`src/rtl/xml_highlight_lexer_assert.svh`:
```
// Assertion macros for the XML highlight lexer.
`ifndef XML_HIGHLIGHT_LEXER_ASSERT_SVH
`define XML_HIGHLIGHT_LEXER_ASSERT_SVH

// Same-cycle implication, sampled on clk, off during reset.
`define XHL_ASSERT_IMP(lbl, ante, cons, msg) \
  lbl: assert property (@(posedge clk) disable iff (rst) (ante) |-> (cons)) else $error(msg);

// Next-cycle implication, sampled on clk, off during reset.
`define XHL_ASSERT_NXT(lbl, ante, cons, msg) \
  lbl: assert property (@(posedge clk) disable iff (rst) (ante) |=> (cons)) else $error(msg);

`endif

```
`src/rtl/xhl_pkg.sv`:
```
// Package: types, state codes and color tables of the XML highlight lexer.
package xhl_pkg;

  localparam int POS_BITS = 32;

  typedef logic [POS_BITS-1:0] pos_t;

  typedef enum logic [4:0] {
    ST_ERROR = 5'd0,
    ST_TEXT  = 5'd1,
    ST_LT    = 5'd2,
    ST_AMP   = 5'd3,
    ST_TAG   = 5'd4,
    ST_ATT   = 5'd5,
    ST_AV1   = 5'd6,
    ST_AV2   = 5'd7,
    ST_LB    = 5'd8,
    ST_LBD   = 5'd9,
    ST_COM   = 5'd10,
    ST_COMD  = 5'd11,
    ST_COMDD = 5'd12,
    ST_K0    = 5'd13,
    ST_K1    = 5'd14,
    ST_K2    = 5'd15,
    ST_K3    = 5'd16,
    ST_K4    = 5'd17,
    ST_K5    = 5'd18,
    ST_CD    = 5'd19,
    ST_CDR   = 5'd20,
    ST_CDRR  = 5'd21
  } lex_state_t;

  typedef struct packed {
    logic [31:0] start_pos;
    logic [31:0] end_pos;
    logic [23:0] color;
  } span_t;

  // Spans produced by one accepted word, first span in sp_a.
  typedef struct packed {
    logic [1:0] count;
    span_t      sp_a;
    span_t      sp_b;
  } lex_result_t;

  // Style colors as 0xBBGGRR.
  localparam logic [23:0] RGB_RED    = 24'h0000FF;
  localparam logic [23:0] RGB_BLUE   = 24'hFF0000;
  localparam logic [23:0] RGB_MAROON = 24'h000080;
  localparam logic [23:0] RGB_GREEN  = 24'h008000;
  localparam logic [23:0] RGB_NAVY   = 24'h800000;
  localparam logic [23:0] RGB_BLACK  = 24'h000000;
  localparam logic [23:0] RGB_PURPLE = 24'h800080;

  // Map a state to the color of its style.
  function automatic logic [23:0] color_of(logic [4:0] st);
    logic [23:0] c;
    case (st)
      ST_TEXT:                        c = RGB_BLACK;
      ST_LT, ST_AMP, ST_K5, ST_CDRR:  c = RGB_BLUE;
      ST_TAG, ST_LB, ST_LBD:          c = RGB_NAVY;
      ST_ATT:                         c = RGB_PURPLE;
      ST_AV1, ST_AV2:                 c = RGB_MAROON;
      ST_COM, ST_COMD, ST_COMDD:      c = RGB_GREEN;
      ST_K0, ST_K1, ST_K2, ST_K3,
      ST_K4, ST_CD, ST_CDR:           c = RGB_MAROON;
      default:                        c = RGB_RED;
    endcase
    return c;
  endfunction

  // Letter expected in each state of the CDATA keyword prefix.
  function automatic logic [15:0] cdata_char(logic [4:0] st);
    logic [15:0] c;
    case (st)
      ST_K0:   c = 16'h0043;
      ST_K1:   c = 16'h0044;
      ST_K2:   c = 16'h0041;
      ST_K3:   c = 16'h0054;
      ST_K4:   c = 16'h0041;
      default: c = 16'h0000;
    endcase
    return c;
  endfunction

  // Low 32 bits of a position, zero extended when positions are narrower.
  function automatic logic [31:0] pos_out(pos_t p);
    logic [63:0] w;
    w = 64'(p);
    return w[31:0];
  endfunction

endpackage

```
`src/rtl/xhl_char_if.sv`:
```
// Interfaces: character channel and span channel.
interface xhl_char_if;
  logic        valid;
  logic        ready;
  logic [15:0] ch;
  logic        end_of_text;

  modport source (output valid, ch, end_of_text, input ready);
  modport sink (input valid, ch, end_of_text, output ready);
endinterface

interface xhl_span_if;
  logic        valid;
  logic        ready;
  logic [31:0] span_start;
  logic [31:0] span_end;
  logic [23:0] span_color;
  logic        span_last;

  modport source (output valid, span_start, span_end, span_color, span_last, input ready);
  modport sink (input valid, span_start, span_end, span_color, span_last, output ready);
endinterface

```
`src/rtl/xhl_lexer.sv`:
```
// Lexer core: state registers and the per-word span logic.
module xhl_lexer
  import xhl_pkg::*;
(
  input  logic        clk,
  input  logic        rst,
  input  logic        accept,
  input  logic [15:0] ch,
  input  logic        end_of_text,
  output lex_result_t result
);

  typedef enum logic [2:0] {
    ACT_NONE,
    ACT_CONT,
    ACT_END,
    ACT_START,
    ACT_CDSTART,
    ACT_CDEND,
    ACT_FLUSH
  } act_t;

  localparam logic [15:0] CH_LT    = 16'h003C;
  localparam logic [15:0] CH_AMP   = 16'h0026;
  localparam logic [15:0] CH_SEMI  = 16'h003B;
  localparam logic [15:0] CH_BANG  = 16'h0021;
  localparam logic [15:0] CH_DASH  = 16'h002D;
  localparam logic [15:0] CH_GT    = 16'h003E;
  localparam logic [15:0] CH_LBRK  = 16'h005B;
  localparam logic [15:0] CH_RBRK  = 16'h005D;
  localparam logic [15:0] CH_DQ    = 16'h0022;
  localparam logic [15:0] CH_SQ    = 16'h0027;
  localparam logic [15:0] CH_SP    = 16'h0020;
  localparam logic [15:0] CH_TAB   = 16'h0009;
  localparam logic [15:0] CH_LF    = 16'h000A;
  localparam logic [15:0] CH_CR    = 16'h000D;

  logic [4:0] lex_state, lex_state_next;
  pos_t       char_position, char_position_next;
  pos_t       token_start, token_start_next;

  act_t       act;
  logic [4:0] nx;
  pos_t       extra;
  logic       is_space;
  logic       close1, emit1, emit2;
  pos_t       e1, s1;
  logic [23:0] c1;
  span_t      span1, span2;

  assign is_space = (ch == CH_SP) || (ch == CH_TAB) || (ch == CH_LF) || (ch == CH_CR);

  // Decode the action for this word.
  always_comb begin
    act   = ACT_NONE;
    nx    = lex_state;
    extra = '0;
    if (end_of_text) begin
      act = ACT_FLUSH;
      nx  = ST_TEXT;
    end else begin
      case (lex_state)
        ST_K0, ST_K1, ST_K2, ST_K3, ST_K4: begin
          act = ACT_CONT;
          nx  = (ch == cdata_char(lex_state)) ? lex_state + 5'd1 : ST_TAG;
        end
        ST_K5: begin
          if (ch == CH_LBRK) begin
            act   = ACT_CDSTART;
            nx    = ST_CD;
            extra = pos_t'(1);
          end else begin
            act = ACT_CONT;
            nx  = ST_TAG;
          end
        end
        ST_TEXT: begin
          if (ch == CH_LT) begin
            act = ACT_START;
            nx  = ST_LT;
          end else if (ch == CH_AMP) begin
            act = ACT_START;
            nx  = ST_AMP;
          end
        end
        ST_AMP: begin
          if (ch == CH_SEMI) begin
            act   = ACT_END;
            nx    = ST_TEXT;
            extra = pos_t'(1);
          end else begin
            act = ACT_CONT;
          end
        end
        ST_LT: begin
          act = ACT_CONT;
          nx  = (ch == CH_BANG) ? ST_LB : ST_TAG;
        end
        ST_LB: begin
          act = ACT_CONT;
          if (ch == CH_DASH) begin
            nx = ST_LBD;
          end else if (ch == CH_GT) begin
            act = ACT_END;
            nx  = ST_TEXT;
          end else if (ch == CH_LBRK) begin
            nx = ST_K0;
          end else begin
            nx = ST_TAG;
          end
        end
        ST_LBD: begin
          if (ch == CH_DASH) begin
            act = ACT_START;
            nx  = ST_COM;
          end else begin
            act = ACT_CONT;
            nx  = ST_TAG;
          end
        end
        ST_CD: begin
          act = ACT_CONT;
          nx  = (ch == CH_RBRK) ? ST_CDR : ST_CD;
        end
        ST_CDR: begin
          act = ACT_CONT;
          nx  = (ch == CH_RBRK) ? ST_CDRR : ST_CD;
        end
        ST_CDRR: begin
          if (ch == CH_GT) begin
            act   = ACT_CDEND;
            nx    = ST_TEXT;
            extra = '0 - pos_t'(3);
          end else begin
            act = ACT_CONT;
            nx  = ST_CD;
          end
        end
        ST_COM: begin
          act = ACT_CONT;
          nx  = (ch == CH_DASH) ? ST_COMD : ST_COM;
        end
        ST_COMD: begin
          act = ACT_CONT;
          nx  = (ch == CH_DASH) ? ST_COMDD : ST_COM;
        end
        ST_COMDD: begin
          if (ch == CH_GT) begin
            act   = ACT_END;
            nx    = ST_TEXT;
            extra = '0 - pos_t'(3);
          end else begin
            act = ACT_CONT;
            nx  = ST_COM;
          end
        end
        ST_TAG: begin
          if (ch == CH_GT) begin
            act = ACT_END;
            nx  = ST_TEXT;
          end else if (is_space) begin
            act = ACT_END;
            nx  = ST_ATT;
          end else begin
            act = ACT_CONT;
          end
        end
        ST_ATT: begin
          if (ch == CH_DQ) begin
            act = ACT_START;
            nx  = ST_AV2;
          end else if (ch == CH_SQ) begin
            act = ACT_START;
            nx  = ST_AV1;
          end else if (ch == CH_GT) begin
            act = ACT_END;
            nx  = ST_TEXT;
          end
        end
        ST_AV1: begin
          if (ch == CH_SQ) begin
            act   = ACT_END;
            nx    = ST_ATT;
            extra = pos_t'(1);
          end else begin
            act = ACT_CONT;
          end
        end
        ST_AV2: begin
          if (ch == CH_DQ) begin
            act   = ACT_END;
            nx    = ST_ATT;
            extra = pos_t'(1);
          end else begin
            act = ACT_CONT;
          end
        end
        default: begin
          act = ACT_NONE;
        end
      endcase
    end
  end

  // Close the pending token, then open a marker or second closing span.
  always_comb begin
    close1 = (act == ACT_END) || (act == ACT_START) || (act == ACT_CDSTART) ||
             (act == ACT_CDEND) || (act == ACT_FLUSH) ||
             ((act == ACT_CONT) && (nx != lex_state));
    e1     = char_position + extra;
    s1     = (act == ACT_CDSTART) ? char_position - pos_t'(8) : token_start;
    c1     = (act == ACT_CDEND) ? color_of(ST_CD) : color_of(lex_state);
    emit1  = close1 && (s1 != e1);
    emit2  = (act == ACT_START) || (act == ACT_CDSTART) || (act == ACT_CDEND);

    span1.start_pos = pos_out(s1);
    span1.end_pos   = pos_out(e1);
    span1.color     = c1;

    span2.start_pos = pos_out(e1);
    if (act == ACT_CDEND) begin
      span2.end_pos = pos_out(char_position + pos_t'(4));
      span2.color   = color_of(ST_CDRR);
    end else begin
      span2.end_pos = pos_out(e1 + pos_t'(1));
      span2.color   = color_of(nx);
    end

    result.count = {1'b0, emit1} + {1'b0, emit2};
    result.sp_a  = emit1 ? span1 : span2;
    result.sp_b  = span2;

    lex_state_next = nx;
    if (act == ACT_FLUSH) begin
      token_start_next   = '0;
      char_position_next = '0;
    end else begin
      char_position_next = char_position + pos_t'(1);
      if (act == ACT_CDEND) begin
        token_start_next = char_position + pos_t'(4);
      end else if (close1) begin
        token_start_next = e1;
      end else begin
        token_start_next = token_start;
      end
    end
  end

  // Advance the lexer state on each accepted word.
  always_ff @(posedge clk) begin
    if (rst) begin
      lex_state     <= ST_TEXT;
      char_position <= '0;
      token_start   <= '0;
    end else if (accept) begin
      lex_state     <= lex_state_next;
      char_position <= char_position_next;
      token_start   <= token_start_next;
    end
  end

endmodule

```
`src/rtl/xhl_span_buf.sv`:
```
// Span buffer: two-entry result register that feeds the span channel.
module xhl_span_buf
  import xhl_pkg::*;
(
  input  logic        clk,
  input  logic        rst,
  input  logic        push,
  input  lex_result_t result,
  output logic        room,
  xhl_span_if.source  spans
);

  logic [1:0] count;
  span_t      head, tail;
  logic       head_last;
  logic       pop;

  assign pop  = spans.valid && spans.ready;
  // Take a new word only when the buffer is empty or its last entry drains this cycle.
  assign room = (count == 2'd0) || ((count == 2'd1) && spans.ready);

  // Hold count; load both entries on push, shift on pop.
  always_ff @(posedge clk) begin
    if (rst) begin
      count <= 2'd0;
    end else if (push) begin
      count <= result.count;
    end else if (pop) begin
      count <= count - 2'd1;
    end
  end

  always_ff @(posedge clk) begin
    if (push) begin
      head      <= result.sp_a;
      tail      <= result.sp_b;
      head_last <= (result.count == 2'd1);
    end else if (pop) begin
      head      <= tail;
      head_last <= 1'b1;
    end
  end

  assign spans.valid      = (count != 2'd0);
  assign spans.span_start = head.start_pos;
  assign spans.span_end   = head.end_pos;
  assign spans.span_color = head.color;
  assign spans.span_last  = head_last;

endmodule

```
`src/rtl/xml_highlight_lexer.sv`:
```
// Top level of the XML highlight lexer.
//
//   channel  dir  handshake     payload
//   chars    in   valid/ready   ch[15:0], end_of_text
//   spans    out  valid/ready   span_start[31:0], span_end[31:0], span_color[23:0], span_last
//
// One character word per cycle while the span buffer has room; its first span appears in the cycle after acceptance.
// A word that yields two spans holds chars.ready low while both spans sit in
// the two-entry span buffer.
// Synchronous reset returns the lexer to the text state at position zero.
// A stall on spans backs up into chars.ready in the same cycle.
`include "xml_highlight_lexer_assert.svh"

module xml_highlight_lexer
  import xhl_pkg::*;
(
  input  logic       clk,
  input  logic       rst,
  xhl_char_if.sink   chars,
  xhl_span_if.source spans
);

  logic        accept;
  logic        room;
  lex_result_t result;

  assign chars.ready = room;
  assign accept      = chars.valid && room;

  xhl_lexer u_lexer (
    .clk         (clk),
    .rst         (rst),
    .accept      (accept),
    .ch          (chars.ch),
    .end_of_text (chars.end_of_text),
    .result      (result)
  );

  xhl_span_buf u_span_buf (
    .clk    (clk),
    .rst    (rst),
    .push   (accept),
    .result (result),
    .room   (room),
    .spans  (spans)
  );

  // Checks
  `XHL_ASSERT_NXT(a_two_spans, accept && (result.count == 2'd2), spans.valid && !spans.span_last, "two-span word did not present a non-last head")
  `XHL_ASSERT_NXT(a_second_follows, spans.valid && spans.ready && !spans.span_last, spans.valid, "second span did not follow")
  `XHL_ASSERT_IMP(a_ready_drains, chars.ready, !spans.valid || spans.ready, "input ready while span buffer cannot drain")

endmodule
```
`src/flat_wrapper.sv`:
```
// flat-port wrapper written by rule: the top's interface ports become plain ports
module xml_highlight_lexer_flat import xhl_pkg::*;
  (clk, rst, chars_valid, chars_ch, chars_end_of_text, chars_ready, spans_valid, spans_span_start, spans_span_end, spans_span_color, spans_span_last, spans_ready);
  xhl_char_if chars_i ();
  xhl_span_if spans_i ();
  input  logic clk;
  input  logic rst;
  input wire logic [$bits(chars_i.valid)-1:0] chars_valid;
  input wire logic [$bits(chars_i.ch)-1:0] chars_ch;
  input wire logic [$bits(chars_i.end_of_text)-1:0] chars_end_of_text;
  output wire logic [$bits(chars_i.ready)-1:0] chars_ready;
  output wire logic [$bits(spans_i.valid)-1:0] spans_valid;
  output wire logic [$bits(spans_i.span_start)-1:0] spans_span_start;
  output wire logic [$bits(spans_i.span_end)-1:0] spans_span_end;
  output wire logic [$bits(spans_i.span_color)-1:0] spans_span_color;
  output wire logic [$bits(spans_i.span_last)-1:0] spans_span_last;
  input wire logic [$bits(spans_i.ready)-1:0] spans_ready;
  assign chars_i.valid = chars_valid;
  assign chars_i.ch = chars_ch;
  assign chars_i.end_of_text = chars_end_of_text;
  assign chars_ready = chars_i.ready;
  assign spans_valid = spans_i.valid;
  assign spans_span_start = spans_i.span_start;
  assign spans_span_end = spans_i.span_end;
  assign spans_span_color = spans_i.span_color;
  assign spans_span_last = spans_i.span_last;
  assign spans_i.ready = spans_ready;
  xml_highlight_lexer u_core (.clk(clk), .rst(rst), .chars(chars_i), .spans(spans_i));
endmodule
```
`config.mk`:
```
export PLATFORM = sky130hd
export DESIGN_NAME = xml_highlight_lexer_flat
export DESIGN_NICKNAME = d
export VERILOG_FILES = /design/src/rtl/xhl_pkg.sv /design/src/rtl/xhl_char_if.sv /design/src/rtl/xhl_lexer.sv /design/src/rtl/xhl_span_buf.sv /design/src/rtl/xml_highlight_lexer.sv /design/src/flat_wrapper.sv
export VERILOG_INCLUDE_DIRS = /design/src /design/src/rtl
export SDC_FILE = /design/constraint.sdc
export NUM_CORES = 1
export LEC_CHECK = 0
export ABC_CLOCK_PERIOD_IN_PS = 9000
export BUFFER_PORTS_ARGS = -buffer_cell sky130_fd_sc_hd__buf_4
export CAP_MARGIN = 30
export CORE_ASPECT_RATIO = 0.8
export CORE_MARGIN = 2
export CORE_UTILIZATION = 35
export CTS_BUF_LIST = sky130_fd_sc_hd__clkbuf_2
export CTS_CLUSTER_SIZE = 30
export DETAILED_ROUTE_END_ITERATION = 8
export HOLD_SLACK_MARGIN = 0.05
export SETUP_SLACK_MARGIN = 0.02
export SLEW_MARGIN = 10
export SYNTH_ARGS = -nofsm -noshare
export SYNTH_HDL_FRONTEND = slang
export SYNTH_HIERARCHICAL = 1
export SYNTH_SLANG_ARGS = --single-unit
```
`constraint.sdc`:
```
create_clock -name clk -period 9 [get_ports clk]
set_clock_uncertainty 0.1 [all_clocks]
set_input_delay 0.45 -clock clk [delete_from_list [all_inputs] [get_ports clk]]
set_output_delay 0.45 -clock clk [all_outputs]
set_load 0.05 [all_outputs]
```
* Word-level counts from Yosys, hierarchy flattened
Memories as Yosys holds them, arrays and structs flattened. A register that Yosys moved wholly into a read port is not among the register bits.
Index checks and enable logic that the tools add are counted.
** Word-level totals
- Memory bits (read-only) :: 1088
- Output and inout port bits :: 91
- Register bits after elaboration :: 248
- Logic and storage cells :: 160
- Memories kept :: 2
** Memory list
- (no name shown) :: depth 32, width 17, read ports 1, clocked after Yosys merged registers in 1, wr ports 0, RTL line xhl_pkg.sv:58 : case (st)
- (no name shown) :: depth 32, width 17, read ports 1, clocked after Yosys merged registers in 0, wr ports 0, RTL line xhl_pkg.sv:58
** Operators by class
- Add/sub/neg operators :: 8
- Reductions and logical operators :: 25
- Muxes and demuxes :: 68
- Equal/unequal tests :: 46
** Operators by type and width (number)
- $mux W88 :: 3
- $mux W32 :: 7
- $pmux W32 S5 :: 1
- $eq A16 B6 Y1 const B :: 9
- $pmux W5 S17 :: 1
- $mux W5 :: 16
- $add A32 B1 Y32 const B :: 2
- $mux W56 :: 1
- $eq A16 B4 Y1 const B :: 3
- $eq A5 B4 Y1 const B :: 8
- $pmux W3 S12 :: 1
- $add A32 B3 Y32 const B :: 1
- $add A32 B32 Y32 :: 1
- $eq A16 B7 Y1 const B :: 2
- $mux W16 :: 2
- $ne A32 B32 Y1 :: 1
- $sub A32 B4 Y32 const B :: 1
- $eq A5 B5 Y1 const B :: 6
- $mux W2 :: 15
- $pmux W7 S4 :: 1
- $mux W24 :: 1
- $mux W4 :: 6
- $eq A5 B3 Y1 const B :: 4
- $mux W3 :: 6
- other kinds (21) :: 48

* Longest topological paths before layout
Gate-level depths: netlist (run 1).
- Depth in word-level cells :: 18
- Gate-level depth with buffers :: 29
- Gate-level depth less buffers :: 25

* Hierarchy
Netlist (run 1), hierarchy kept.
** Modules (own cells, without submodules)
- xhl_lexer :: cells an instance 1615, area each 10923.0 sq um, times used 1, sequential area each 1481.4 sq um
- xhl_span_buf :: cells an instance 296, area each 6781.5 sq um, times used 1, sequential area each 5355.1 sq um
- xml_highlight_lexer :: cells an instance 1, area each 6.3 sq um, times used 1, sequential area each 0.0 sq um

* Worst setup path before layout (run 1)
OpenSTA, ideal clock, no wires.
- Path type :: input -> register
- From :: input chars_ch[7]
- To :: register u_core.u_span_buf.head (netlist bit u_core/u_span_buf/spans.span_color[1]), data pin
- Slack :: 1.103 ns
- Required time :: 8.640 ns
- Data arrival time :: 7.537 ns
- Stages on the path :: 24
- Cells stage by stage :: nor4_4 nand4_1 or2_2 nor3_1 ha_1 clkbuf_1 a21o_1 a21oi_1 a21boi_0 a221o_1 xnor2_1 o32ai_1 a2111oi_0 nand4_1 nor4_1 a41o_1 buf_6 inv_2 buf_6 buf_2 nand3_1 o21ai_0 buf_4 mux2_2
** RTL lines
- from (decl) :: RTL line flat_wrapper.sv:9 : input wire logic [$bits(chars_i.ch)-1:0] chars_ch;
- to (signal assigned) :: RTL line xhl_span_buf.sv:35 : head <= result.sp_a;
- to (signal assigned) :: RTL line xhl_span_buf.sv:39 : head <= tail;
- to (decl) :: RTL line xhl_span_buf.sv:14 : span_t head, tail;

==> flow_metrics.py, run 1 <==
metrics = {
    "detailed_routing": {
        "dr.pass1.iters": 8,
        "met3_wirelength_um": 4264,
        "route.vias.total": 15250,
        "drc": 0,
        "drtIter0Drc": 1548,
        "wl_met2_um": 24180,
        "highest_metal_used": "met4",
        "wirelength_um": 54090,
        "m1WireLength_um": 24200,
        "ant_nets": 0,
        "avgViaCountPerCell": 5.622,
        "wl_per_cell_um": 19.94,
    },
    "cells_and_area": {
        "area_growth_pct": 10.61,
        "fraction_of_layout_cells_with_a_size_suffix_above_1": 0.1998,
        "antenna_cells_inserted": 0,
        "nets": 2057,
        "layout_fillers": 5044,
    },
    "place": {
        "io_buffers": 111,
        "dp_slack_ps": 655.9,
        "dp_hpwl_um": 38770,
        "gp_congestion": 0.9319,
    },
    "clock_network": {
        "tritoncts_num_sinks": 253,
        "cts_setup_buffers": 0,
        "buffer_type_at_the_clock_tree_root": "sky130_fd_sc_hd__clkbuf_2",
        "clk_pin_slew_worst_paths_ps": 120,
        "postCtsResizedCells": 0,
        "h_tree_lvls": 2,
        "clockBufferDepth": 3,
        "clock_latency_ps": 1000,
        "cts_tree": "built",
        "clock_buffers_created_by_tritoncts": 60,
    },
    "floorplan": {
        "die_area_um2": 52430,
        "floorplan.io_pins": 112,
        "initial_utilization": 0.3551,
        "die_x_um": 255.5,
        "floorplan.rows": 73,
        "coreArea_um2": 49870,
        "dieHeight_um": 205.2,
    },
    "global_routing": {
        "grt_overflow_total": 0,
        "global_routing_usage_summed_across_all_routing_layers": 0.2005,
        "via_count_of_the_first_global_routing_pass": 14720,
        "grt_antenna_before_repair": 0,
        "grt_start_max_net_pins": 118,
        "grt_pass1_wl_um": 84040,
    },
    "power": {
        "peakVddDrop_mv": 0.1158,
        "internal_power_component_w": 0.002004,
        "netSwitchingPower_w": 0.001124,
        "clockPowerShare": 0.257,
        "power_frac_seq": 0.466,
        "power_density_nw_per_um2": 159.7,
        "power.share.switching": 0.3593,
        "comb_power_share": 0.277,
        "p_leak_nw": 7.633,
    },
    "timing": {
        "finalSetupViolations": 0,
        "period_minus_slack_ps": 8386,
        "worst_slew_margin_rel": 0.3411,
        "rsz_0062_raised_after_global_routing": "false",
        "fin_setup_tns_ps": 0,
        "finalHoldViolations": 0,
        "max_freq_ghz": 0.1193,
        "final-max-slew-violation-count": 0,
        "final_worst_path_setup_slack_ps": 614.3,
        "worst_pin_slew_ps": 985.3,
        "finalCritPeriodShare": 0.9317,
    },
    "outcome": {
        "outcome": "finished clean",
    },
    "synth": {
        "synth-compound-area-share": 0.1490,
        "yosys.area_share.xor_xnor": 0.07051,
        "synth-seq-cells": 253,
        "synth_fa_ha_area_frac": 0.03603,
        "post_synth_and_or_nand_nor_area_fraction": 0.2007,
        "synth_flop_cell": "sky130_fd_sc_hd__edfxtp_1",
        "ys_warn_count": 6,
        "synth.area.top_cells": "sky130_fd_sc_hd__edfxtp_1 (30%), sky130_fd_sc_hd__dfxtp_1 (8.6%), sky130_fd_sc_hd__mux2_4 (5.1%), sky130_fd_sc_hd__a21oi_1 (4.7%), sky130_fd_sc_hd__xnor2_1 (4.4%)",
        "synth-edff-count": 177,
        "largest_family_of_logic_cells_by_synthesized_area": "simple AND/OR/NAND/NOR gates",
        "postSynth.asyncResetShare": 0,
        "syn_area_per_cell_um2": 9.263,
        "ys_seq_area_frac": 0.3860,
        "synth_top_area_share": 0.3001,
        "synthesis.area_um2": 17710,
        "synthesized_instance_count": 1912,
        "synthDistinctLibCells": 91,
        "yosys-mux-area-fraction": 0.09742,
        "synth_top_area_cell": "sky130_fd_sc_hd__edfxtp_1",
    },
    "worst_setup_path": {
        "worstSetupPathType": "reg -> reg",
        "cp-startpoint": "u_core/u_lexer/lex_state[2]$_SDFFE_PP0P_",
        "critical_path.startpoint_type": "register",
        "critical_r2r_launch": "u_core/u_lexer/lex_state[2]$_SDFFE_PP0P_",
        "path_max_fanout": 26,
        "crit_required_ps": 9730,
        "worst_setup_path_end_kind": "register",
        "worst-r2r-setup-slack_ps": 610,
        "worst_ep_arrival_time_ps": 9110,
    },
    "run": {
        "timing.max_cap.violations": 0,
    },
    "worst_hold_path": {
        "hp-class": "in -> reg",
        "min-delay-start": "rst",
    },
}
## routing by layer
layer  track usage  up-vias
met2        0.3199      651
met5             0        -
met4       0.06057        0
met1        0.2739     7334
met3       0.04102      116
li1              -     7147
## path summary, 6_finish.rpt
path,endpoint,depth (start not counted)
hold reg to reg,u_core/u_lexer/token_start[17]$_SDFFE_PP0P_,2
setup reg to reg,u_core/u_span_buf/count[1]$_SDFFE_PP0P_,23
hold / removal,u_core/u_lexer/lex_state[2]$_SDFFE_PP0P_,3
setup / recovery,u_core/u_span_buf/count[1]$_SDFFE_PP0P_,23
## cell families after synthesis
logic type,Yosys count
xor+xnor,141
buf+inv,213
other cells,1
mux,134
compound gates,425
fa+ha+maj,51
simple gates,694
flops,253
## flip-flops by register name, summed over array words and instances (netlist names), named ones only
register,cells
u_core/u_span_buf/count,2
u_core/u_span_buf/spans.span_end,32
u_core/u_lexer/lex_state,5
u_core/u_lexer/token_start,32
u_core/u_span_buf/spans.span_start,32
u_core/u_lexer/char_position,32
u_core/u_span_buf/spans.span_color,24
u_core/u_span_buf/spans.span_last,1
u_core/u_span_buf/tail,88
## stage by stage
step                total power (W)  hold slack (ps)  utilization  instances  instance area, um2
floorplan                  0.002124            328.4            -       1925               17760
global placement           0.002339            337.8       0.3785       2589               18880
finish                     0.003129            224.4       0.3928       2712               19590
detailed placement         0.002347            347.0       0.3793       2592               18920
global route               0.003275            190.6       0.3928       2712               19590
CTS                        0.003162            153.8       0.3923       2711               19560
## worst max-delay path, cell delays in order, from the launching register on
cell	delay (ps)
sky130_fd_sc_hd__dfxtp_1	520
sky130_fd_sc_hd__buf_4	280
sky130_fd_sc_hd__nor2_1	400
sky130_fd_sc_hd__nand3_1	160
sky130_fd_sc_hd__nor3_1	220
sky130_fd_sc_hd__buf_4	180
sky130_fd_sc_hd__nor2_1	110
sky130_fd_sc_hd__a211oi_1	530
sky130_fd_sc_hd__ha_1	300
sky130_fd_sc_hd__nand3_1	80
sky130_fd_sc_hd__o211ai_1	580
sky130_fd_sc_hd__and3_1	300
sky130_fd_sc_hd__or2_2	170
sky130_fd_sc_hd__xnor2_1	400
sky130_fd_sc_hd__inv_1	350
sky130_fd_sc_hd__a222oi_1	790
sky130_fd_sc_hd__nand4_1	320
sky130_fd_sc_hd__nor4_1	860
sky130_fd_sc_hd__a41o_2	340
sky130_fd_sc_hd__inv_2	240
sky130_fd_sc_hd__ha_1	310
sky130_fd_sc_hd__nand2_1	70
sky130_fd_sc_hd__a21oi_1	80
sky130_fd_sc_hd__dlygate4sd3_1	560
## timing repair
item	in CTS	in global routing
hold buffers	5	0
endpoints found under the hold margin	59	0
setup endpoints to repair	0	0
## power groups by stage
stage	registers, W	logic (W)	clock network, W
5_1_grt	0.00147	0.000912	0.000890
3_5_place_dp	0.00149	0.000860	0
3_3_place_gp	0.00148	0.000855	0
4_1_cts	0.00146	0.000865	0.000836
6_report	0.00146	0.000868	0.000803
2_1_floorplan	0.00177	0.000354	0
## synthesized netlist by cell type (16+ instances only)
cell                         n
sky130_fd_sc_hd__xnor2_1    88
sky130_fd_sc_hd__mux2i_1    16
sky130_fd_sc_hd__or3_1      27
sky130_fd_sc_hd__mux2_2     52
sky130_fd_sc_hd__edfxtp_1  177
sky130_fd_sc_hd__ha_1       51
sky130_fd_sc_hd__nand4_1    44
sky130_fd_sc_hd__mux2_4     60
sky130_fd_sc_hd__buf_2      20
sky130_fd_sc_hd__inv_1      55
sky130_fd_sc_hd__nor4_1     18
sky130_fd_sc_hd__nand3_1    70
sky130_fd_sc_hd__nor2_1    147
sky130_fd_sc_hd__nand2b_1   18
sky130_fd_sc_hd__nor2b_1    17
sky130_fd_sc_hd__dfxtp_1    76
sky130_fd_sc_hd__a21oi_1   165
sky130_fd_sc_hd__clkbuf_1   72
sky130_fd_sc_hd__a211oi_1   19
sky130_fd_sc_hd__o211ai_1   17
sky130_fd_sc_hd__nor3_1     55
sky130_fd_sc_hd__xor2_1     52
sky130_fd_sc_hd__nand2_1   180
sky130_fd_sc_hd__o21ai_0    88
sky130_fd_sc_hd__buf_4      42
## cell type report
cell class	count	area (um2)	area share
inverters	57	214.0	0.01092
flip-flops and latches	253	6837	0.3490
clock inverters	18	115.1	0.005876
multi-input cells	1459	9881	0.5044
clock buffers	96	480.5	0.02453
well taps	675	844.6	0.04311
repair buffers	154	1219	0.06221
## layout by cell type, fill, tap and decap left out, types with 10 or more instances in the layout
master,count
sky130_fd_sc_hd__a21boi_0,15
sky130_fd_sc_hd__a31oi_1,15
sky130_fd_sc_hd__inv_1,55
sky130_fd_sc_hd__buf_4,145
sky130_fd_sc_hd__or3_1,27
sky130_fd_sc_hd__and2_1,12
sky130_fd_sc_hd__mux2_2,52
sky130_fd_sc_hd__o21ai_0,88
sky130_fd_sc_hd__xor2_1,52
sky130_fd_sc_hd__o31ai_1,10
sky130_fd_sc_hd__conb_1,14
sky130_fd_sc_hd__nand2b_1,18
sky130_fd_sc_hd__dfxtp_1,76
sky130_fd_sc_hd__o21a_1,11
sky130_fd_sc_hd__clkbuf_2,96
sky130_fd_sc_hd__or4_1,15
sky130_fd_sc_hd__nor2_1,146
sky130_fd_sc_hd__o211ai_1,17
sky130_fd_sc_hd__xnor2_1,88
sky130_fd_sc_hd__and3_1,15
sky130_fd_sc_hd__mux2i_1,16
sky130_fd_sc_hd__a211oi_1,19
sky130_fd_sc_hd__mux2_4,60
sky130_fd_sc_hd__nand2_1,179
sky130_fd_sc_hd__nand4_1,44
sky130_fd_sc_hd__nor2b_1,17
sky130_fd_sc_hd__edfxtp_1,177
sky130_fd_sc_hd__or2_2,14
sky130_fd_sc_hd__nor4_1,17
sky130_fd_sc_hd__nor3_1,54
sky130_fd_sc_hd__a21oi_1,165
sky130_fd_sc_hd__nand3_1,70
sky130_fd_sc_hd__ha_1,51
sky130_fd_sc_hd__a21o_1,14
No activity file was read; power rests on OpenSTA's default activity.
==> run 2, diff against run 1 <==
- CORE_ASPECT_RATIO: 0.8 -> 0.9
==> flow_metrics.py, run 2 (synthesis results as in run 1) <==
metrics = {
    "outcome": {
        "outcome": "finished clean",
    },
    "clock_network": {
        "cts_tree": "built",
        "total_of_hold_buffers_inserted_after_clock_tree_synthesis": 5,
        "postCtsResizedCells": 0,
        "clock_buffers_created_by_tritoncts": 69,
        "clock_latency_ps": 990,
        "h_tree_lvls": 3,
        "buffer_type_at_the_clock_tree_root": "sky130_fd_sc_hd__clkbuf_2",
        "cts_setup_buffers": 0,
        "clk_pin_slew_worst_paths_ps": 120,
        "tritoncts_num_sinks": 253,
        "clockBufferDepth": 3,
    },
    "cells_and_area": {
        "registers.top_by_ff_count": "u_core/u_span_buf/tail",
        "final_common_cell": "sky130_fd_sc_hd__nand2_1",
        "nets": 2063,
        "area_growth_pct": 10.62,
        "final-instance-count-excl-fill": 2717,
        "largest_register_ffs": 88,
        "fraction_of_layout_cells_with_a_size_suffix_above_1": 0.1994,
        "final-seq-area_um2": 6837,
        "postLayoutCellArea_um2": 19590,
        "multi_input_comb_area_um2": 9881,
        "layout_fillers": 5085,
        "layout.cells.most_common_list": "sky130_fd_sc_hd__nand2_1 (179), sky130_fd_sc_hd__edfxtp_1 (177), sky130_fd_sc_hd__a21oi_1 (165), sky130_fd_sc_hd__nor2_1 (146), sky130_fd_sc_hd__buf_4 (141)",
    },
    "detailed_routing": {
        "drc": 0,
        "avgViaCountPerCell": 5.621,
        "dr.pass1.iters": 7,
        "wl_per_cell_um": 19.95,
        "wirelength_um": 54190,
        "route.vias.total": 15270,
        "ant_nets": 0,
        "drtIter0Drc": 1513,
    },
    "global_routing": {
        "grt_antenna_before_repair": 1,
        "grt_overflow_total": 0,
        "grt_pass1_wl_um": 82580,
        "via_count_of_the_first_global_routing_pass": 14160,
        "grt_start_max_net_pins": 68,
        "global_routing_usage_summed_across_all_routing_layers": 0.2036,
    },
    "place": {
        "placedInstanceArea_um2": 18890,
        "placedCellCount": 2592,
        "io_buffers": 111,
        "gp_congestion": 0.9418,
        "dp_hpwl_um": 38900,
        "dp_slack_ps": 731.0,
    },
    "timing": {
        "worst_pin_slew_ps": 1068,
        "rsz_0062_raised_after_global_routing": "false",
        "finalHoldViolations": 0,
        "finalCritPeriodShare": 0.8980,
        "finalSetupViolations": 0,
        "period_minus_slack_ps": 8082,
        "worst_slew_margin_rel": 0.2874,
        "final-max-slew-violation-count": 0,
        "max_freq_ghz": 0.1237,
        "final_worst_path_setup_slack_ps": 918.1,
        "fin_setup_tns_ps": 0,
    },
    "floorplan": {
        "coreArea_um2": 50160,
        "die_area_um2": 52420,
        "initial_utilization": 0.3531,
        "dieHeight_um": 217.4,
        "die_x_um": 241.1,
        "floorplan.io_pins": 112,
        "floorplan.rows": 78,
    },
    "worst_setup_path": {
        "crit_slowest_cell": "sky130_fd_sc_hd__xnor2_1",
        "worst-r2r-setup-slack_ps": 920,
        "worst_path_largest_cell_delay_ps": 810,
        "critical_path.cell_chain": "inv_1, ha_1, and3b_1, o21ai_0, nor3_2, ha_1, a21oi_1, o211ai_1, and3_1, or2_2, xnor2_1, inv_1, a222oi_1, nand4_1, nor4_1, a41o_2, buf_4, mux2_2, mux2_4",
        "r2r.worst_path.cells": 19,
        "worstSetupPathType": "reg -> reg",
        "critical_path.startpoint_type": "register",
        "crit-reg2reg-capture": "u_core/u_span_buf/spans.span_end[22]$_DFFE_PP_",
        "worst_ep_arrival_time_ps": 8620,
        "path_max_fanout": 34,
        "cp-startpoint": "u_core/u_lexer/lex_state[0]$_SDFFE_PP1P_",
        "worst_setup_path_end_kind": "register",
        "crit_required_ps": 9530,
        "critical_r2r_launch": "u_core/u_lexer/lex_state[0]$_SDFFE_PP1P_",
    },
    "power": {
        "p_leak_nw": 7.642,
        "power_density_nw_per_um2": 160.5,
        "peakVddDrop_mv": 0.07778,
    },
    "worst_hold_path": {
        "min-delay-start": "u_core/u_lexer/token_start[17]$_SDFFE_PP0P_",
        "worstHoldPathCells": 2,
        "hp-class": "reg -> reg",
        "hold-path-endpoint": "u_core/u_lexer/token_start[17]$_SDFFE_PP0P_",
    },
    "run": {
        "timing.max_cap.violations": 0,
    },
}
-- run 2: changes by cell type in the layout (fill, tap and decap cells not counted), sizes merged --
cell      previous run  this run
buf                149       145
clkbuf              96        99
clkinv              14        13
clkinvlp             1         0
diode                0         1
inv                 59        61
-- run 2: critical path, delay by kind of cell, from the launching register on --
kind / cells / cell delay [ps]
simple gates: 6 / 2340
compound gates: 5 / 1620
buf+inv: 3 / 980
fa+ha+maj: 2 / 850
xor+xnor: 1 / 810
mux: 2 / 660
flops: 1 / 420
-- run 2: report_power, final --
group	switching [W]	internal [W]
Combinational	0.000592	0.000271
Sequential	0.0000439	0.00142
Clock	0.000501	0.000320
Total	0.00114	0.00201
-- run 2: area by class of cell --
cell class | instances | area share
diodes | 1 | 0.0001277
clock buffers | 98 | 0.02504
clock inverters | 18 | 0.005109
inverters | 57 | 0.01092
multi-input cells | 1459 | 0.5043
flip-flops and latches | 253 | 0.3490
well taps | 680 | 0.04343
repair buffers | 151 | 0.06208
-- run 2: stage by stage --
stage,hold slack (ps),total power [W],utilization
5_1_grt,377.2,0.003298,0.3906
6_report,359.9,0.003145,0.3906
3_5_place_dp,342.7,0.002346,0.3765
2_1_floorplan,328.4,0.002124,-
3_3_place_gp,336.8,0.002338,0.3758
4_1_cts,330.4,0.003179,0.3893
-- run 2: worst max path at each step --
stage,slack [ps],endpoint,cells past startpoint
after floorplan,1100,u_core/u_span_buf/spans.span_color[1]$_DFFE_PP_,24
after global placement,680,u_core/u_span_buf/spans.span_end[16]$_DFFE_PP_,19
after detailed placement,730,u_core/u_span_buf/spans.span_end[22]$_DFFE_PP_,19
after CTS,1160,u_core/u_span_buf/spans.span_end[22]$_DFFE_PP_,19
after global routing,630,u_core/u_span_buf/spans.span_end[12]$_DFFE_PP_,19
final,920,u_core/u_span_buf/spans.span_end[22]$_DFFE_PP_,19
-- run 2: layer usage --
layer	track usage	routed length [um]	up-vias	share of wire
met2	0.3051	23810	747	0.44
met1	0.2899	24300	7258	0.45
met5	0	0	-	0
li1	-	-	7163	-
met4	0.08374	1725	0	0.032
met3	0.03298	4351	105	0.080
==> run 3, diff against run 2 <==
--- a/config.mk
+++ b/config.mk
@@ -14,7 +14,9 @@
 export CORE_UTILIZATION = 35
 export CTS_BUF_LIST = sky130_fd_sc_hd__clkbuf_2
+export CTS_CLUSTER_DIAMETER = 150
 export CTS_CLUSTER_SIZE = 30
 export DETAILED_ROUTE_END_ITERATION = 8
 export HOLD_SLACK_MARGIN = 0.05
+export PLACE_DENSITY = 0.62
 export SETUP_SLACK_MARGIN = 0.02
 export SLEW_MARGIN = 10
==> constraint.sdc (replaced) <==
create_clock -name clk -period 9 [get_ports clk]
set_clock_uncertainty 0.1 [all_clocks]
set_input_delay 0.45 -clock clk [delete_from_list [all_inputs] [get_ports clk]]
set_output_delay 0.45 -clock clk [all_outputs]
set_load 0.01 [all_outputs]
==> flow_metrics.py, run 3 (synthesis results as in run 1) <==
metrics = {
    "clock_network": {
        "clock_latency_ps": 990,
        "clockBufferDepth": 3,
        "clock_buffers_created_by_tritoncts": 12,
        "postCtsResizedCells": 0,
        "cts_tree": "built",
        "tritoncts_num_sinks": 253,
        "cts_setup_buffers": 0,
        "clk_pin_slew_worst_paths_ps": 570,
        "buffer_type_at_the_clock_tree_root": "sky130_fd_sc_hd__clkbuf_2",
        "h_tree_lvls": 1,
    },
    "timing": {
        "max_freq_ghz": 0.1285,
        "worst_pin_slew_ps": 966.8,
        "finalHoldViolations": 0,
        "period_minus_slack_ps": 7781,
        "worst_slew_margin_rel": 0.3554,
        "rsz_0062_raised_after_global_routing": "false",
        "finalCritPeriodShare": 0.8645,
        "final-max-slew-violation-count": 0,
        "finalSetupViolations": 0,
        "fin_setup_tns_ps": 0,
    },
    "place": {
        "dp_hpwl_um": 39030,
        "io_buffers": 111,
        "gp_congestion": 0.9292,
        "placedCellCount": 2593,
    },
    "power": {
        "comb_power_share": 0.243,
        "internal_power_component_w": 0.001738,
        "power.share.switching": 0.3009,
        "power_density_nw_per_um2": 130.2,
        "clockPowerShare": 0.166,
        "power_frac_seq": 0.590,
        "totalPowerFinal_w": 0.002486,
        "p_leak_nw": 7.249,
        "netSwitchingPower_w": 0.0007478,
        "peakVddDrop_mv": 0.07780,
    },
    "cells_and_area": {
        "registers.top_by_ff_count": "u_core/u_span_buf/tail",
        "fraction_of_layout_cells_with_a_size_suffix_above_1": 0.1643,
        "area_growth_pct": 7.771,
        "layout.cells.most_common_list": "sky130_fd_sc_hd__nand2_1 (179), sky130_fd_sc_hd__edfxtp_1 (177), sky130_fd_sc_hd__a21oi_1 (165), sky130_fd_sc_hd__nor2_1 (146), sky130_fd_sc_hd__buf_4 (143)",
        "final-instance-count-excl-fill": 2623,
        "layout_fillers": 5057,
        "final_common_cell": "sky130_fd_sc_hd__nand2_1",
        "nets": 2007,
        "largest_register_ffs": 88,
    },
    "detailed_routing": {
        "drtIter0Drc": 1592,
        "ant_nets": 0,
        "route.vias.total": 14880,
        "drc": 0,
        "avgViaCountPerCell": 5.672,
        "wirelength_um": 53500,
        "wl_per_cell_um": 20.40,
        "dr.pass1.iters": 6,
    },
    "worst_setup_path": {
        "worst_ep_arrival_time_ps": 8480,
        "critical_path.startpoint_type": "register",
        "worstSetupPathType": "reg -> reg",
        "crit_required_ps": 9700,
        "crit_slowest_cell": "sky130_fd_sc_hd__a222oi_1",
        "worst_path_largest_cell_delay_ps": 780,
        "worst_setup_path_end_kind": "register",
        "worst-r2r-setup-slack_ps": 1220,
        "path_max_fanout": 45,
        "critical_path.cell_chain": "nor2_1, nand3_1, nor3_1, nor2_1, a211oi_1, ha_1, nand3_1, o211ai_1, and3_1, or2_2, xnor2_1, inv_1, a222oi_1, nand4_1, nor4_1, a41o_2, buf_4, mux2_2, mux2_4",
    },
    "floorplan": {
        "floorplan.io_pins": 112,
        "floorplan.rows": 78,
        "die_x_um": 241.1,
        "die_area_um2": 52420,
        "dieHeight_um": 217.4,
        "coreArea_um2": 50160,
        "initial_utilization": 0.3531,
    },
    "global_routing": {
        "grt_start_max_net_pins": 75,
        "grt_overflow_total": 0,
        "grt_antenna_before_repair": 2,
        "via_count_of_the_first_global_routing_pass": 14070,
        "global_routing_usage_summed_across_all_routing_layers": 0.1988,
        "grt_pass1_wl_um": 82110,
    },
    "worst_hold_path": {
        "hp-class": "reg -> reg",
    },
    "outcome": {
        "outcome": "finished clean",
    },
    "run": {
        "timing.max_cap.violations": 0,
    },
}
==> run 3: changes by cell type in the layout (fill, tap and decap cells not counted), sizes merged <==
cell      delta
clkbuf      -80
clkinv      -13
inv          -3
buf          +1
bufinv       -1
clkinvlp     +1
diode        +1
==> run 3: metrics by stage <==
stage               setup slack, ps  cell area (um2)  hold WS, ps    util
floorplan                      1103            17760        328.4       -
global placement               1063            18850        337.4  0.3757
detailed placement             1044            18880        343.3  0.3764
CTS                            1308            19040        272.9  0.3796
global route                  916.5            19080        326.7  0.3805
finish                         1219            19090        369.4  0.3805
==> run 3: routing by layer <==
metal  global-route usage  routed length, um
met1               0.2864              24070
met2               0.3130              24160
met3              0.01941               3797
met4              0.06173               1454
met5                    0                 13
==> run 3: power groups by stage <==
stage	clock network (W)	registers [W]	logic (W)
final	0.000413	0.00147	0.000605
after global routing	0.000461	0.00148	0.000651
after CTS	0.000432	0.00147	0.000609
after detailed placement	0	0.00149	0.000605
after global placement	0	0.00149	0.000596
after floorplan	0	0.00153	0.000347
==> run 3: cell type report <==
cell class	count	area [um2]	area share
diodes	2	5.005	0.0002622
clock buffers	18	90.09	0.004720
clock inverters	2	21.27	0.001114
inverters	57	214.0	0.01121
multi-input cells	1459	9881	0.5177
flip-flops and latches	253	6837	0.3582
well taps	680	850.8	0.04458
repair buffers	152	1189	0.06227
==> run 3: critical path: cells and delay by family, from the launching register on <==
kind,cells,cell delay (ps)
buf+inv,2,860
compound gates,4,2060
xor+xnor,1,430
flops,1,560
fa+ha+maj,1,290
mux,2,660
simple gates,9,2710
==> run 3: worst paths after layout <==
kind                                          startpoint                                             end  cells past startpoint
min reg2reg  u_core/u_lexer/token_start[18]$_SDFFE_PP0P_     u_core/u_lexer/token_start[18]$_SDFFE_PP0P_                      2
max reg2reg     u_core/u_lexer/lex_state[2]$_SDFFE_PP0P_  u_core/u_span_buf/spans.span_end[11]$_DFFE_PP_                     19
max             u_core/u_lexer/lex_state[2]$_SDFFE_PP0P_  u_core/u_span_buf/spans.span_end[11]$_DFFE_PP_                     19
min          u_core/u_lexer/token_start[18]$_SDFFE_PP0P_     u_core/u_lexer/token_start[18]$_SDFFE_PP0P_                      2
==> run 3: timing repair <==
item,4_1_cts,5_1_grt
hold endpoints to repair,53,0
hold buffers,5,0
endpoints found under the setup margin,0,0
